## src/rtl/aed_pkg.sv

```systemverilog
// shared types, constants and codes of the am envelope detector with agc
`default_nettype none

package aed_pkg;

  // sample width taken from each sample field, sign bit at the top
  localparam int SampleBits = 16;

  // field and datapath widths
  localparam int FieldBits  = 16;
  localparam int LevelBits  = 15;
  localparam int CountBits  = 4;
  localparam int PowerBits  = 2 * FieldBits;
  localparam int RootBits   = FieldBits;
  localparam int RootSteps  = RootBits;
  localparam int DivSteps   = LevelBits;

  typedef logic [FieldBits-1:0] field_t;
  typedef logic [LevelBits-1:0] level_t;
  typedef logic [CountBits-1:0] count_t;
  typedef logic [PowerBits-1:0] power_t;
  typedef logic [RootBits-1:0]  root_t;

  // reset values and saturation limit
  localparam level_t LevelMax      = '1;
  localparam level_t TargetReset   = 15'd30000;
  localparam count_t IntervalReset = 4'd3;
  localparam level_t GainReset     = 15'd1;

  // configuration register indexes
  typedef enum logic [0:0] {
    REG_TARGET   = 1'b0,
    REG_INTERVAL = 1'b1
  } cfg_reg_e;

  // control sequence of the top level
  typedef enum logic [2:0] {
    ST_IDLE,
    ST_SQ_I,
    ST_SQ_Q,
    ST_ROOT,
    ST_SCALE,
    ST_OUT,
    ST_DIV
  } state_e;

endpackage

`default_nettype wire

```

## src/rtl/am_envelope_detector_agc_core.sv

```systemverilog
// am envelope detector with automatic gain control, top level
// a level passes the states sq_i, sq_q, root, scale and out before it is registered
// a new sample request is taken only once out has handed on the previous level;
// a packet end that updates the gain also waits in div for the bit-serial divider
// reset: asynchronous active low; peak 0, gain 1, packet count 0,
// target_level 30000, update_interval 3, output empty
`default_nettype none

module am_envelope_detector_agc_core (
  input  logic            clk_i,
  input  logic            rst_ni,
  // sample requests
  input  logic            in_valid_i,
  output logic            in_ready_o,
  input  aed_pkg::field_t i_sample_i,
  input  aed_pkg::field_t q_sample_i,
  input  logic            last_in_packet_i,
  // results
  output logic            out_valid_o,
  input  logic            out_ready_i,
  output aed_pkg::level_t level_o,
  // configuration writes
  input  logic            cfg_valid_i,
  output logic            cfg_ready_o,
  input  logic [0:0]      cfg_index_i,
  input  aed_pkg::level_t cfg_data_i
);
  import aed_pkg::*;

  state_e  state_q, state_d;

  level_t  target_q;
  count_t  interval_q;
  level_t  peak_q, peak_d;
  level_t  gain_q, gain_d;
  count_t  count_q, count_d;
  logic    out_valid_q, out_valid_d;
  level_t  level_q, level_d;

  field_t  abs_i_q, abs_i_d;
  field_t  abs_q_q, abs_q_d;
  logic    last_q, last_d;
  power_t  power_q, power_d;
  level_t  mag_q, mag_d;
  level_t  res_q, res_d;

  logic [SampleBits-1:0] i_low, q_low;
  logic [SampleBits-1:0] i_abs, q_abs;

  field_t  mul_a, mul_b;
  power_t  mul_p;
  power_t  radicand;
  count_t  count_inc;

  logic    root_start, root_done;
  root_t   root;
  logic    div_start, div_done;
  level_t  quotient;

  // magnitude of the low sample bits
  always_comb begin
    i_low = i_sample_i[SampleBits-1:0];
    q_low = q_sample_i[SampleBits-1:0];
    i_abs = i_low[SampleBits-1] ? (~i_low + 1'b1) : i_low;
    q_abs = q_low[SampleBits-1] ? (~q_low + 1'b1) : q_low;
  end

  // shared multiplier: i squared, q squared, then magnitude times gain
  always_comb begin
    case (state_q)
      ST_SQ_I: begin
        mul_a = abs_i_q;
        mul_b = abs_i_q;
      end
      ST_SQ_Q: begin
        mul_a = abs_q_q;
        mul_b = abs_q_q;
      end
      default: begin
        mul_a = FieldBits'(mag_q);
        mul_b = FieldBits'(gain_q);
      end
    endcase
    mul_p    = mul_a * mul_b;
    radicand = power_q + mul_p;
  end

  aed_isqrt u_isqrt (
    .clk_i      (clk_i),
    .rst_ni     (rst_ni),
    .start_i    (root_start),
    .radicand_i (radicand),
    .done_o     (root_done),
    .root_o     (root)
  );

  aed_div u_div (
    .clk_i      (clk_i),
    .rst_ni     (rst_ni),
    .start_i    (div_start),
    .dividend_i (target_q),
    .divisor_i  (peak_q),
    .done_o     (div_done),
    .quotient_o (quotient)
  );

  assign count_inc = count_q + 1'b1;

  // next state, datapath loads and bookkeeping
  always_comb begin
    state_d     = state_q;
    peak_d      = peak_q;
    gain_d      = gain_q;
    count_d     = count_q;
    out_valid_d = out_valid_q;
    level_d     = level_q;
    abs_i_d     = abs_i_q;
    abs_q_d     = abs_q_q;
    last_d      = last_q;
    power_d     = power_q;
    mag_d       = mag_q;
    res_d       = res_q;
    root_start  = 1'b0;
    div_start   = 1'b0;
    in_ready_o  = 1'b0;

    if (out_ready_i) begin
      out_valid_d = 1'b0;
    end

    case (state_q)
      ST_IDLE: begin
        in_ready_o = 1'b1;
        if (in_valid_i) begin
          abs_i_d = FieldBits'(i_abs);
          abs_q_d = FieldBits'(q_abs);
          last_d  = last_in_packet_i;
          state_d = ST_SQ_I;
        end
      end
      ST_SQ_I: begin
        power_d = mul_p;
        state_d = ST_SQ_Q;
      end
      ST_SQ_Q: begin
        root_start = 1'b1;
        state_d    = ST_ROOT;
      end
      ST_ROOT: begin
        if (root_done) begin
          mag_d = (root > RootBits'(LevelMax)) ? LevelMax : LevelBits'(root);
          if (mag_d > peak_q) begin
            peak_d = mag_d;
          end
          state_d = ST_SCALE;
        end
      end
      ST_SCALE: begin
        res_d   = (|mul_p[PowerBits-1:LevelBits]) ? LevelMax : mul_p[LevelBits-1:0];
        state_d = ST_OUT;
      end
      ST_OUT: begin
        if (!out_valid_q || out_ready_i) begin
          out_valid_d = 1'b1;
          level_d     = res_q;
          state_d     = ST_IDLE;
          if (last_q) begin
            count_d = count_inc;
            if (count_inc >= interval_q) begin
              count_d = '0;
              if (peak_q != '0) begin
                div_start = 1'b1;
                state_d   = ST_DIV;
              end
            end
          end
        end
      end
      ST_DIV: begin
        if (div_done) begin
          gain_d  = quotient;
          state_d = ST_IDLE;
        end
      end
      default: begin
        state_d = ST_IDLE;
      end
    endcase
  end

  // control and state registers
  always_ff @(posedge clk_i or negedge rst_ni) begin
    if (!rst_ni) begin
      state_q     <= ST_IDLE;
      peak_q      <= '0;
      gain_q      <= GainReset;
      count_q     <= '0;
      out_valid_q <= 1'b0;
    end else begin
      state_q     <= state_d;
      peak_q      <= peak_d;
      gain_q      <= gain_d;
      count_q     <= count_d;
      out_valid_q <= out_valid_d;
    end
  end

  // configuration registers
  assign cfg_ready_o = 1'b1;

  always_ff @(posedge clk_i or negedge rst_ni) begin
    if (!rst_ni) begin
      target_q   <= TargetReset;
      interval_q <= IntervalReset;
    end else if (cfg_valid_i) begin
      case (cfg_reg_e'(cfg_index_i))
        REG_TARGET:   target_q   <= cfg_data_i;
        REG_INTERVAL: interval_q <= cfg_data_i[CountBits-1:0];
        default:      ;
      endcase
    end
  end

  // payload registers
  always_ff @(posedge clk_i) begin
    abs_i_q <= abs_i_d;
    abs_q_q <= abs_q_d;
    last_q  <= last_d;
    power_q <= power_d;
    mag_q   <= mag_d;
    res_q   <= res_d;
    level_q <= level_d;
  end

  assign out_valid_o = out_valid_q;
  assign level_o     = level_q;

endmodule

`default_nettype wire

```

## src/rtl/aed_isqrt.sv

```systemverilog
// bit-serial integer square root, one root bit per cycle
`default_nettype none

module aed_isqrt (
  input  logic            clk_i,
  input  logic            rst_ni,
  input  logic            start_i,
  input  aed_pkg::power_t radicand_i,
  output logic            done_o,
  output aed_pkg::root_t  root_o
);
  import aed_pkg::*;

  localparam int RemBits = RootBits + 1;
  localparam int CntBits = $clog2(RootSteps);

  logic                busy_q, busy_d;
  logic                done_q, done_d;
  logic [CntBits-1:0]  cnt_q, cnt_d;
  power_t              rad_q, rad_d;
  logic [RemBits-1:0]  rem_q, rem_d;
  root_t               root_q, root_d;

  logic [RemBits+1:0]  rem_sh;
  logic [RemBits+1:0]  trial;
  logic                fits;

  // one step: bring down two radicand bits and try the next root bit
  always_comb begin
    rem_sh = {rem_q, rad_q[PowerBits-1 -: 2]};
    trial  = {1'b0, root_q, 2'b01};
    fits   = (rem_sh >= trial);
  end

  // step control and datapath
  always_comb begin
    busy_d = busy_q;
    done_d = 1'b0;
    cnt_d  = cnt_q;
    rad_d  = rad_q;
    rem_d  = rem_q;
    root_d = root_q;
    if (start_i) begin
      busy_d = 1'b1;
      cnt_d  = '0;
      rad_d  = radicand_i;
      rem_d  = '0;
      root_d = '0;
    end else if (busy_q) begin
      rad_d  = {rad_q[PowerBits-3:0], 2'b00};
      rem_d  = fits ? RemBits'(rem_sh - trial) : RemBits'(rem_sh);
      root_d = {root_q[RootBits-2:0], fits};
      cnt_d  = cnt_q + 1'b1;
      if (cnt_q == CntBits'(RootSteps - 1)) begin
        busy_d = 1'b0;
        done_d = 1'b1;
      end
    end
  end

  // control registers
  always_ff @(posedge clk_i or negedge rst_ni) begin
    if (!rst_ni) begin
      busy_q <= 1'b0;
      done_q <= 1'b0;
      cnt_q  <= '0;
    end else begin
      busy_q <= busy_d;
      done_q <= done_d;
      cnt_q  <= cnt_d;
    end
  end

  // datapath registers
  always_ff @(posedge clk_i) begin
    rad_q  <= rad_d;
    rem_q  <= rem_d;
    root_q <= root_d;
  end

  assign done_o = done_q;
  assign root_o = root_q;

endmodule

`default_nettype wire

```

## src/rtl/aed_div.sv

```systemverilog
// bit-serial restoring divider for the gain update, one quotient bit per cycle
`default_nettype none

module aed_div (
  input  logic            clk_i,
  input  logic            rst_ni,
  input  logic            start_i,
  input  aed_pkg::level_t dividend_i,
  input  aed_pkg::level_t divisor_i,
  output logic            done_o,
  output aed_pkg::level_t quotient_o
);
  import aed_pkg::*;

  localparam int CntBits = $clog2(DivSteps);

  logic                busy_q, busy_d;
  logic                done_q, done_d;
  logic [CntBits-1:0]  cnt_q, cnt_d;
  level_t              dvd_q, dvd_d;
  level_t              dvs_q, dvs_d;
  level_t              rem_q, rem_d;

  logic [LevelBits:0]  rem_sh;
  logic                fits;

  // one step: shift in the next dividend bit and try a subtract
  always_comb begin
    rem_sh = {rem_q, dvd_q[LevelBits-1]};
    fits   = (rem_sh >= {1'b0, dvs_q});
  end

  // step control; the quotient bits shift into the dividend register
  always_comb begin
    busy_d = busy_q;
    done_d = 1'b0;
    cnt_d  = cnt_q;
    dvd_d  = dvd_q;
    dvs_d  = dvs_q;
    rem_d  = rem_q;
    if (start_i) begin
      busy_d = 1'b1;
      cnt_d  = '0;
      dvd_d  = dividend_i;
      dvs_d  = divisor_i;
      rem_d  = '0;
    end else if (busy_q) begin
      rem_d = fits ? LevelBits'(rem_sh - {1'b0, dvs_q}) : LevelBits'(rem_sh);
      dvd_d = {dvd_q[LevelBits-2:0], fits};
      cnt_d = cnt_q + 1'b1;
      if (cnt_q == CntBits'(DivSteps - 1)) begin
        busy_d = 1'b0;
        done_d = 1'b1;
      end
    end
  end

  // control registers
  always_ff @(posedge clk_i or negedge rst_ni) begin
    if (!rst_ni) begin
      busy_q <= 1'b0;
      done_q <= 1'b0;
      cnt_q  <= '0;
    end else begin
      busy_q <= busy_d;
      done_q <= done_d;
      cnt_q  <= cnt_d;
    end
  end

  // datapath registers
  always_ff @(posedge clk_i) begin
    dvd_q <= dvd_d;
    dvs_q <= dvs_d;
    rem_q <= rem_d;
  end

  assign done_o     = done_q;
  assign quotient_o = dvd_q;

endmodule

`default_nettype wire

```

## config.mk

```make
export PLATFORM = sky130hd
export DESIGN_NAME = am_envelope_detector_agc_core
export DESIGN_NICKNAME = d
export VERILOG_FILES = /design/src/rtl/aed_pkg.sv /design/src/rtl/am_envelope_detector_agc_core.sv /design/src/rtl/aed_isqrt.sv /design/src/rtl/aed_div.sv
export SDC_FILE = /design/constraint.sdc
export NUM_CORES = 1
export LEC_CHECK = 0
export BUFFER_PORTS_ARGS = -buffer_cell sky130_fd_sc_hd__buf_4
export CORE_AREA = 2 2 286 288
export CTS_CLUSTER_DIAMETER = 80
export DETAILED_ROUTE_END_ITERATION = 16
export DIE_AREA = 0 0 288 290
export PLACE_DENSITY = 0.47
export SETUP_SLACK_MARGIN = 0.02
export SLEW_MARGIN = 10
export SYNTH_ARGS = -nofsm -noshare
export SYNTH_HDL_FRONTEND = slang
export SYNTH_SLANG_ARGS = --single-unit
```

## constraint.sdc

```tcl
create_clock -name clk_i -period 15.1 [get_ports clk_i]
set_clock_uncertainty 0.1 [all_clocks]
set_input_delay 3.775 -clock clk_i [delete_from_list [all_inputs] [get_ports clk_i]]
set_output_delay 3.775 -clock clk_i [all_outputs]
set_load 0.1 [all_outputs]
```

==> metrics.md <==
| Metric | Value |
|---|---|
| Outcome | completed |
| WS Path Type | flop to flop |
| Minimum clock period | 10.48 ns |
| GP Congestion | 0.909 |
| Vias in the first global route | 18300 |
| Rel. slew slack | 0.237 |
| Initial antenna violation count | 0 |
| Final worst setup slack | 4.62 ns |
| Final core occ | 0.335 |
| Synthesized area | 23900 µm² |
| Final Max Tran Viols | 0 |
| Clock latency on the worst-skew pair | 0.57 ns |
| Mapped Cells | 2462 |
| Seq. cell area | 7870 µm² |
| Post-CTS Setup Bufs | 0 |
| IO buf count | 70 |
| Crit-path leading delay family | adder cells |
| Routed Antenna Nets | 0 |
| Iter 0 DRT Violations | 1224 |
| Final setup vio count | 0 |
| Die Y | 290 µm |
| Hold Violations, Final | 0 |
| DP Cell Count | 3527 |
| Crit path DAT | 10.70 ns |
| Clock sink count | 289 |
| Tcrit/Tclk final | 0.694 |
| Grt total ovfl | 0 |
| Most common library cell in the layout ignoring fill and taps | inv_1 |
| TritonCTS Buffers | 37 |
| Crit path launch type | flop |
| Vias per cell | 4.91 |
| Seq/Total Area, Yosys | 0.329 |
| Area Growth Syn to Fin | 12.4% |
| H-tree levels | 2 |
| Fillers | 8231 |
| Share of cells above drive strength 1 | 0.0982 |
| Footprint of the multi-input gates | 14500 µm² |
| CTS resizes | 0 |
| CTS tree | yes |
| Worst hold path type | flop to flop |
| Total die area | 83500 µm² |
| Hpwl dp | 52500 µm |
| Critical Path RT | 15.31 ns |
| Seq cells post-synth | 289 |
| First-pass GRT wire length | 106000 µm |
| Clk buf depth | 3 |
| Mapped Nets | 2908 |
| Worst-margin pin slew | 1.14 ns |
| Initial DRT Pass Iterations | 6 |
| Critical Path Slowest Stage Cell | nor2_4 |
| Avg Synthesized Cell Area | 9.70 µm² |
| Pin count of the biggest net entering global routing | 75 |
| CP Buf/Inv Count | 7 |
| Max-capacitance violation count | 0 |
| Die W | 288 µm |
| Most frequent cells in the layout | inv_1, nand2_1, nor2_1 |
| Critical path's largest stage delay | 0.88 ns |
| Ys Warns | 0 |
| # nets final | 2952 |
| Starting Density | 0.298 |
| Unrepaired setup endpoints after global routing | no |
| Achievable Freq | 95.4 MHz |
| Antenna cells | 0 |
| Core area | 80200 µm² |
| WL final | 67000 µm |
| Main synth FF type | edfxtp_1 |
| Crit-path max FO | 56 |
| Synth cell types | 81 |
| Post-Layout Cell Count | 3595 |
| Place WS | 4.65 ns |
| Worst-path clk slew | 0.06 ns |
| Avg WL per Cell | 18.6 µm |
| # hold bufs at CTS | 0 |
| Total GRT Usage | 0.163 |
| CTS root buf | clkbuf_16 |
| Via count | 17600 |
| Synth async-reset ratio | 0.239 |
| Post-synth EDFFs | 172 |
| Crit-path most repeated cell | fa_1 |
| # rows | 104 |
| DRC viols | 0 |
| Crit end category | flop |
| Setup TNS | 0 ns |
| Num ports | 72 |
metrics by stage:
step	hold WS [ns]	cell area, µm²
2_1_floorplan	0.300	23900
3_3_place_gp	0.310	25600
3_5_place_dp	0.305	25600
4_1_cts	0.318	26800
5_1_grt	0.323	26800
6_report	0.321	26800
cell families (layout without fill, tap and decap cells):
kind of cell	after synthesis	count (layout)	synth area share
AND/OR/NAND/NOR	713	713	0.136
AO/OA/AOI/OAI	465	465	0.124
buffers and inverters	410	483	0.0657
adder cells (fa/ha/maj)	392	392	0.267
flip-flops	289	289	0.329
XOR/XNOR	104	104	0.0382
multiplexers	88	88	0.0395
other	1	1	0.000157
routing by layer:
metal  share of wire  up-vias  GRT usage
li1                -     8400          -
met1            0.48     8718      0.233
met2            0.44      437      0.252
met3           0.052       88     0.0262
met4           0.028        0     0.0481
met5               0        -          0
worst paths after layout:
| check | start | endpoint | slack [ns] | cells after the start |
|---|---|---|---|---|
| hold / removal | res_q[3]$_SDFFCE_PP1P_ | level_o[3]$_DFFE_PP_ | 0.32 | 0 |
| min in group asynchronous | rst_ni | state_q[1]$_DFFE_PN0P_ | 2.96 | 1 |
| hold reg to reg | res_q[3]$_SDFFCE_PP1P_ | level_o[3]$_DFFE_PP_ | 0.32 | 0 |
| setup reg to reg | state_q[0]$_DFFE_PN0P_ | u_isqrt.rad_q[30]$_DFFE_PP_ | 4.62 | 31 |
| max in group asynchronous | rst_ni | target_q[3]$_DFFE_PN0P_ | 10.86 | 2 |
| setup / recovery | state_q[0]$_DFFE_PN0P_ | u_isqrt.rad_q[30]$_DFFE_PP_ | 4.62 | 31 |
cell usage after synthesis, drive strengths merged (17+ instances only):
cell / count / area [µm²]
nand3: 30 / 150
a21oi: 139 / 699
or3: 21 / 136
nand4: 25 / 163
o21ai: 126 / 634
nand2b: 26 / 163
a22o: 18 / 158
xnor2: 68 / 596
dfrtp: 59 / 1480
o21a: 18 / 143
nor3: 20 / 100
fa: 196 / 3920
ha: 196 / 2450
edfxtp: 172 / 5160
xor2: 36 / 315
clkbuf: 68 / 255
nand2: 275 / 1030
inv: 326 / 1220
nor2: 231 / 870
o31ai: 17 / 133
mux2i: 38 / 380
dfxtp: 48 / 961
a21o: 64 / 483
mux2: 50 / 563
state kept, by name, summed over array words and instances, names as in the netlist, 16 cells and up:
name            cells
power_q            32
u_isqrt.rad_q      32
u_isqrt.rem_q      17
abs_i_q            16
abs_q_q            16
u_isqrt.root_o     16
cell type report:
cell class | count | share of cell area
tap | 1060 | 0.0494
clock inverter | 24 | 0.0104
sequential | 289 | 0.293
timing repair buffer | 89 | 0.0249
inverter | 326 | 0.0456
clock buffer | 44 | 0.0370
multi-input combinational | 1763 | 0.540
Power is not shown: default switching activity piles up to over one toggle a cycle in this logic, so the estimate is an artifact.
